### src/crec_pkg.sv
// Shared types and helper logic for the circle/rectangle edge crossing block.
// No dependencies; imported by circle_rect_edge_crossing.
package crec_pkg;

  // Edge index into the per-edge arrays.
  typedef enum logic [1:0] {
    EDGE_TOP    = 2'd0,
    EDGE_BOTTOM = 2'd1,
    EDGE_LEFT   = 2'd2,
    EDGE_RIGHT  = 2'd3
  } edge_idx_t;

  localparam int unsigned NUM_EDGES = 4;

  // Sign of a coordinate difference, kept beside its magnitude.
  typedef struct packed {
    logic pos;
    logic neg;
  } diff_sign_t;

  // Final crossing decision for one edge. "lo" is the difference from the
  // center to the low end of the span, "hi" the difference to the high end.
  // The gt/lt inputs compare the discriminant against the squared distances.
  function automatic logic edge_crossing(
    input logic       disc_ok,
    input diff_sign_t lo_sign,
    input diff_sign_t hi_sign,
    input logic       gt_lo,
    input logic       lt_lo,
    input logic       gt_hi,
    input logic       lt_hi
  );
    logic near_pt;
    logic far_pt;
    begin
      // Crossing point center - sqrt(disc) lies strictly inside the span.
      near_pt = (hi_sign.pos || gt_hi) && lo_sign.neg && lt_lo;
      // Crossing point center + sqrt(disc) lies strictly inside the span.
      far_pt  = (lo_sign.neg || gt_lo) && hi_sign.pos && lt_hi;
      return disc_ok && (near_pt || far_pt);
    end
  endfunction

endpackage

### src/circle_rect_edge_crossing.sv
// Top level: four-stage pipeline that tests whether a circle outline crosses
// a rectangle edge strictly inside its span. Depends on crec_pkg.
//
//   Channel | Ports                                   | Direction
//   --------+-----------------------------------------+----------
//   in      | in_valid/in_ready, in_radius..bottom_y  | input
//   out     | out_valid/out_ready, out_hit            | output
//
// One transaction per cycle is accepted while no result waits untaken at the
// output; each result passes through the stage chain in order: differences,
// squares, discriminants, compares.
// rst_n (synchronous, active low) clears only the stage valid bits.
// When the output holds a result that is not taken, every stage holds and
// in_ready drops; nothing is lost or repeated.
module circle_rect_edge_crossing #(
  parameter int unsigned COORD_BITS = 16
) (
  input  logic                         clk,
  input  logic                         rst_n,
  input  logic                         in_valid,
  output logic                         in_ready,
  input  logic [COORD_BITS-2:0]        in_radius,
  input  logic signed [COORD_BITS-1:0] in_center_x,
  input  logic signed [COORD_BITS-1:0] in_center_y,
  input  logic signed [COORD_BITS-1:0] in_left_x,
  input  logic signed [COORD_BITS-1:0] in_top_y,
  input  logic signed [COORD_BITS-1:0] in_right_x,
  input  logic signed [COORD_BITS-1:0] in_bottom_y,
  output logic                         out_valid,
  input  logic                         out_ready,
  output logic                         out_hit
);
  import crec_pkg::*;

  localparam int unsigned DIFF_W = COORD_BITS + 1;       // signed difference
  localparam int unsigned PROD_W = 2 * DIFF_W;           // raw product width
  localparam int unsigned SQ_W   = 2 * COORD_BITS + 1;   // holds (2^N)^2
  localparam int unsigned RSQ_W  = 2 * (COORD_BITS - 1); // radius squared

  // Pipeline advance: all stages move together unless the result is stuck.
  logic adv;
  assign adv      = !out_valid || out_ready;
  assign in_ready = adv;

  // Stage valid bits.
  logic v1_r, v2_r, v3_r, v4_r;
  logic v1_nxt, v2_nxt, v3_nxt, v4_nxt;

  // Stage 1: edge line minus center, as magnitude and sign.
  logic [DIFF_W-1:0]     mag1_r  [NUM_EDGES];
  logic [DIFF_W-1:0]     mag1_nxt[NUM_EDGES];
  diff_sign_t            sgn1_r  [NUM_EDGES];
  diff_sign_t            sgn1_nxt[NUM_EDGES];
  logic [COORD_BITS-2:0] rad1_r;

  // Stage 2: squares.
  logic [SQ_W-1:0]       sq2_r   [NUM_EDGES];
  logic [SQ_W-1:0]       sq2_nxt [NUM_EDGES];
  diff_sign_t            sgn2_r  [NUM_EDGES];
  logic [RSQ_W-1:0]      rsq2_r;
  logic [RSQ_W-1:0]      rsq2_nxt;

  // Stage 3: discriminants.
  logic [SQ_W-1:0]       disc3_r [NUM_EDGES];
  logic [SQ_W-1:0]       disc3_nxt[NUM_EDGES];
  logic [NUM_EDGES-1:0]  ok3_r;
  logic [NUM_EDGES-1:0]  ok3_nxt;
  logic [SQ_W-1:0]       sq3_r   [NUM_EDGES];
  diff_sign_t            sgn3_r  [NUM_EDGES];

  // Stage 4: result register.
  logic hit4_r;
  logic hit4_nxt;

  // Stage 1 logic: differences of each edge line against the matching center.
  logic signed [DIFF_W-1:0] line_w  [NUM_EDGES];
  logic signed [DIFF_W-1:0] cent_w  [NUM_EDGES];
  logic signed [DIFF_W-1:0] diff_w  [NUM_EDGES];

  always_comb begin
    line_w[EDGE_TOP]    = DIFF_W'(in_top_y);
    line_w[EDGE_BOTTOM] = DIFF_W'(in_bottom_y);
    line_w[EDGE_LEFT]   = DIFF_W'(in_left_x);
    line_w[EDGE_RIGHT]  = DIFF_W'(in_right_x);
    cent_w[EDGE_TOP]    = DIFF_W'(in_center_y);
    cent_w[EDGE_BOTTOM] = DIFF_W'(in_center_y);
    cent_w[EDGE_LEFT]   = DIFF_W'(in_center_x);
    cent_w[EDGE_RIGHT]  = DIFF_W'(in_center_x);
    for (int i = 0; i < NUM_EDGES; i++) begin
      diff_w[i]       = line_w[i] - cent_w[i];
      sgn1_nxt[i].neg = diff_w[i][DIFF_W-1];
      sgn1_nxt[i].pos = !diff_w[i][DIFF_W-1] && (diff_w[i] != '0);
      mag1_nxt[i]     = diff_w[i][DIFF_W-1] ? DIFF_W'(-diff_w[i]) : DIFF_W'(diff_w[i]);
    end
  end

  // Stage 2 logic: one square per edge difference plus the radius square.
  logic [PROD_W-1:0] prod_w[NUM_EDGES];

  always_comb begin
    for (int i = 0; i < NUM_EDGES; i++) begin
      prod_w[i]  = PROD_W'(mag1_r[i]) * PROD_W'(mag1_r[i]);
      sq2_nxt[i] = prod_w[i][SQ_W-1:0];
    end
    rsq2_nxt = RSQ_W'(rad1_r) * RSQ_W'(rad1_r);
  end

  // Stage 3 logic: disc = r^2 - d^2 for each edge line.
  logic [SQ_W:0] dfull_w[NUM_EDGES];

  always_comb begin
    for (int i = 0; i < NUM_EDGES; i++) begin
      dfull_w[i]   = (SQ_W+1)'(rsq2_r) - (SQ_W+1)'(sq2_r[i]);
      ok3_nxt[i]   = !dfull_w[i][SQ_W];
      disc3_nxt[i] = dfull_w[i][SQ_W-1:0];
    end
  end

  // Stage 4 logic: bound compares and the OR over all edges.
  // Horizontal edges span from left to right, vertical ones from top to bottom.
  logic [NUM_EDGES-1:0] edge_hit_w;

  always_comb begin
    edge_hit_w[EDGE_TOP] = edge_crossing(ok3_r[EDGE_TOP],
      sgn3_r[EDGE_LEFT], sgn3_r[EDGE_RIGHT],
      disc3_r[EDGE_TOP] > sq3_r[EDGE_LEFT],  disc3_r[EDGE_TOP] < sq3_r[EDGE_LEFT],
      disc3_r[EDGE_TOP] > sq3_r[EDGE_RIGHT], disc3_r[EDGE_TOP] < sq3_r[EDGE_RIGHT]);
    edge_hit_w[EDGE_BOTTOM] = edge_crossing(ok3_r[EDGE_BOTTOM],
      sgn3_r[EDGE_LEFT], sgn3_r[EDGE_RIGHT],
      disc3_r[EDGE_BOTTOM] > sq3_r[EDGE_LEFT],  disc3_r[EDGE_BOTTOM] < sq3_r[EDGE_LEFT],
      disc3_r[EDGE_BOTTOM] > sq3_r[EDGE_RIGHT], disc3_r[EDGE_BOTTOM] < sq3_r[EDGE_RIGHT]);
    edge_hit_w[EDGE_LEFT] = edge_crossing(ok3_r[EDGE_LEFT],
      sgn3_r[EDGE_TOP], sgn3_r[EDGE_BOTTOM],
      disc3_r[EDGE_LEFT] > sq3_r[EDGE_TOP],    disc3_r[EDGE_LEFT] < sq3_r[EDGE_TOP],
      disc3_r[EDGE_LEFT] > sq3_r[EDGE_BOTTOM], disc3_r[EDGE_LEFT] < sq3_r[EDGE_BOTTOM]);
    edge_hit_w[EDGE_RIGHT] = edge_crossing(ok3_r[EDGE_RIGHT],
      sgn3_r[EDGE_TOP], sgn3_r[EDGE_BOTTOM],
      disc3_r[EDGE_RIGHT] > sq3_r[EDGE_TOP],    disc3_r[EDGE_RIGHT] < sq3_r[EDGE_TOP],
      disc3_r[EDGE_RIGHT] > sq3_r[EDGE_BOTTOM], disc3_r[EDGE_RIGHT] < sq3_r[EDGE_BOTTOM]);
    hit4_nxt = |edge_hit_w;
  end

  // Valid bits shift along with the data.
  always_comb begin
    v1_nxt = in_valid;
    v2_nxt = v1_r;
    v3_nxt = v2_r;
    v4_nxt = v3_r;
  end

  // Control registers.
  always_ff @(posedge clk) begin
    if (!rst_n) begin
      v1_r <= 1'b0;
      v2_r <= 1'b0;
      v3_r <= 1'b0;
      v4_r <= 1'b0;
    end else if (adv) begin
      v1_r <= v1_nxt;
      v2_r <= v2_nxt;
      v3_r <= v3_nxt;
      v4_r <= v4_nxt;
    end
  end

  // Payload registers, held on a stall.
  always_ff @(posedge clk) begin
    if (adv) begin
      rad1_r <= in_radius;
      rsq2_r <= rsq2_nxt;
      ok3_r  <= ok3_nxt;
      hit4_r <= hit4_nxt;
      for (int i = 0; i < NUM_EDGES; i++) begin
        mag1_r[i]  <= mag1_nxt[i];
        sgn1_r[i]  <= sgn1_nxt[i];
        sq2_r[i]   <= sq2_nxt[i];
        sgn2_r[i]  <= sgn1_r[i];
        disc3_r[i] <= disc3_nxt[i];
        sq3_r[i]   <= sq2_r[i];
        sgn3_r[i]  <= sgn2_r[i];
      end
    end
  end

  assign out_valid = v4_r;
  assign out_hit   = hit4_r;

endmodule

### config.mk
export PLATFORM = sky130hd
export DESIGN_NAME = circle_rect_edge_crossing
export DESIGN_NICKNAME = d
export VERILOG_FILES = /design/src/crec_pkg.sv /design/src/circle_rect_edge_crossing.sv
export SDC_FILE = /design/constraint.sdc
export NUM_CORES = 2
export LEC_CHECK = 0
export BUFFER_PORTS_ARGS = -buffer_cell sky130_fd_sc_hd__buf_2
export CAP_MARGIN = 40
export CORE_ASPECT_RATIO = 0.75
export CORE_MARGIN = 3
export CORE_UTILIZATION = 55
export DETAILED_ROUTE_END_ITERATION = 6
export GPL_ROUTABILITY_DRIVEN = 0
export GPL_TIMING_DRIVEN = 0
export PLACE_DENSITY = 0.71
export SKIP_CTS_REPAIR_TIMING = 1
export SLEW_MARGIN = 25
export SYNTH_ARGS = -nofsm -noshare
export SYNTH_HDL_FRONTEND = slang
export SYNTH_SLANG_ARGS = --single-unit
### constraint.sdc
create_clock -name clk -period 27.5 [get_ports clk]
set_input_delay 5.5 -clock clk [delete_from_list [all_inputs] [get_ports clk]]
set_output_delay 5.5 -clock clk [all_outputs]
set_load 0.01 [all_outputs]
==> flow_metrics.tcl <==
set metrics [dict create \
    tightestPinTransition_ns 0.9857 \
    rows 112 \
    hold_end "sgn3_r[2][0]" \
    grt_antenna_before_repair 1 \
    insertion_delay_ns 0.67 \
    finalHoldViolations 0 \
    rsz0062_at_grt "no" \
    drc 0 \
    die_y_microns 314.3 \
    cp_max_fo 53 \
    htree_levels 2 \
    path_class "input port to output pin" \
    syn_avg_cell_area_sq_um 9.881 \
    hp-class "register to register" \
    finalClockSkew_ns 0.03503 \
    clock-sinks 521 \
    nets 9229 \
    grt_max_degree 56 \
    dpl.hpwl_mm 147.5 \
    first_pass_iters 6 \
    fmax_ghz 0.07557 \
    syn_to_final_growth_pct 7.177 \
    worst_ep_required_time_ns 22.00 \
    cts.clk_slew.worst_paths_ns 0.06 \
    holdCritStartpoint "sgn2_r[2][0]" \
    io_pins 118 \
    ys_types 85 \
    vias_per_cell 5.525 \
    r2r-end "rsq2_r[29]" \
    endpoint_kind "output pin" \
    status "finished, final reports clean" \
    cts.path.max_buffers 3 \
    dp.cells 8840 \
    syn-num-nets 9041 \
    grt_pass1_wl_mm 276.2 \
    drt_first_iter_violations 3782 \
    cts_tree "done" \
    routed_wirelength_mm 174.0 \
    drive_above_1_share 0.03992 \
    reg2reg_depth 22 \
    synth_cells 7056 \
    post-route-period-util 0.4812 \
    r2r-start "rad1_r[2]" \
    worst_slack_ns 14.27 \
    globalRouteOverflowTotal 0 \
    cts_inserted_buffers 55 \
    root_buffer "clkbuf_16" \
    dp_slack_ns 14.25 \
    startpoint_type "input port" \
    fp.dieArea_sq_um 131100 \
    hold_depth 0 \
    stdcell_count 8944 \
    grt_use_total 0.2704 \
    worst_ep_arrival_time_ns 7.73 \
    ys_ff_latch 521 \
    final_antenna_net_count 0 \
    synth_edf_count 517 \
    startpoint "out_ready" \
    maxCapViolations 0 \
    final-setup-viol-count 0 \
    rrSetupSlack_ns 19.78 \
    grt_pass1_vias 50650 \
    num_vias 49410 \
    yosysSeqAreaShare 0.2238 \
    die_w_microns 417.1 \
    core-area_sq_um 125100 \
    max_slew_margin 0.3374 \
    synth.yosys.warnings 0 \
    io_buffer_count 117 \
    fin_crit_ns 13.23 \
    async_reset_ff_frac 0 \
    syn_area_sq_um 69720 \
    wl_per_cell_microns 19.45 \
    start_util 0.5571 \
    synth_ff_type "edfxtp_1" \
    report.final.slew_viol_count 0 \
]
## worst max-delay path, cell delays in order
cell and delay [ns]:
buf_2 0.07, nand2b_1 0.08, clkbuf_4 0.33, buf_12 0.28
buf_16 0.30, buf_12 0.28, buf_12 0.26, buf_16 0.28
buf_2 0.19
## synth_stat cells (all sizes together), types with 9 or more instances
cell | n | area [sq um]
nand2b | 39 | 251.5
fa | 909 | 18200
or2 | 18 | 112.6
nand3 | 51 | 255.2
edfxtp | 517 | 15520
a21boi | 14 | 105.1
nor2b | 77 | 481.7
o21a | 56 | 420.4
and3 | 30 | 187.7
o31a | 10 | 87.58
nor3 | 64 | 325.3
o21bai | 37 | 277.8
ha | 961 | 12020
a211oi | 30 | 225.2
and2 | 260 | 1627
nor3b | 13 | 97.59
a21oi | 292 | 1465
a31oi | 36 | 231.5
inv | 1686 | 6329
xnor2 | 277 | 2426
nor4 | 11 | 75.07
nand2 | 547 | 2053
o31ai | 22 | 178.9
xor2 | 108 | 945.9
a21o | 193 | 1449
nand4 | 69 | 431.7
or4 | 9 | 71.32
nor2 | 274 | 1028
o211ai | 16 | 120.1
or3 | 15 | 93.84
o21ai | 172 | 864.6
o41ai | 9 | 93.84
clkbuf | 101 | 379.1
a31o | 12 | 105.1
## sequential cells by signal (all words and copies together) (netlist names), 4 cells and up
name	cells
rsq2_r	29
sq2_r	128
ok3_r	4
rad1_r	15
sgn3_r	4
mag1_r	68
sgn2_r	4
sgn1_r	4
sq3_r	128
disc3_r	132
## metal layers
metal  routed length, microns  track usage
met5                        0            0
met4                     7617       0.1040
met3                    15540      0.05248
met2                    73970       0.4044
met1                    76830       0.3902
## kinds of logic (layout without fill, tap and decap cells)
group | count (synthesis) | after routing | share of synthesized area
xor+xnor | 385 | 385 | 0.04837
compound gates | 970 | 970 | 0.09029
simple gates | 1504 | 1504 | 0.1052
mux | 15 | 15 | 0.002297
fa+ha+maj | 1870 | 1870 | 0.4335
flops | 521 | 521 | 0.2238
other cells | 0 | 1 | 0
buf+inv | 1791 | 2025 | 0.09652
## how the worst max path moves through the flow
stage | to | depth (start not counted) | slack, ns
2_1_floorplan | in_ready | 2 | 2.22
3_3_place_gp | in_ready | 4 | -5.89
3_5_place_dp | in_ready | 9 | 14.25
4_1_cts | in_ready | 9 | 14.24
5_1_grt | in_ready | 9 | 14.12
6_report | in_ready | 9 | 14.27
## final cells by class
| class | count | area, sq um |
|---|---|---|
| fill | 10440 | 50420 |
| multi-input combinational | 4744 | 47410 |
| sequential | 521 | 15610 |
| inverter | 1687 | 6332 |
| tap | 1653 | 2068 |
| clock buffer | 60 | 1416 |
| timing repair buffer | 131 | 865.8 |
| clock inverter | 43 | 620.6 |
| buffer | 104 | 400.4 |
| antenna | 1 | 2.502 |
## per-stage QoR
stage | utilization | setup TNS, ns | instance area (sq um) | hold slack, ns
2_1_floorplan | - | 0 | 69720 | 0.4003
3_3_place_gp | 0.5783 | -6.271 | 72370 | 0.4022
3_5_place_dp | 0.5808 | 0 | 72680 | 0.4045
4_1_cts | 0.5971 | 0 | 74720 | 0.4193
5_1_grt | 0.5971 | 0 | 74720 | 0.4293
6_report | 0.5971 | 0 | 74720 | 0.4198
## layout by cell type, fill, tap and decap left out, types with 18 or more instances in the layout
cell type	n
a211oi_1	30
a21o_1	193
a21oi_1	291
a31oi_1	35
and2_1	260
and3_1	30
buf_2	121
clkbuf_1	104
clkbuf_16	56
edfxtp_1	517
fa_1	909
ha_1	961
inv_1	1685
nand2_1	547
nand2b_1	38
nand3_1	51
nand4_1	69
nor2_1	274
nor2b_1	77
nor3_1	63
o21a_1	56
o21ai_0	167
o21bai_1	37
o31ai_1	21
or2_2	18
xnor2_1	277
xor2_1	108
Power is not shown: default switching activity piles up to over one toggle a cycle in this logic, so the estimate is an artifact.
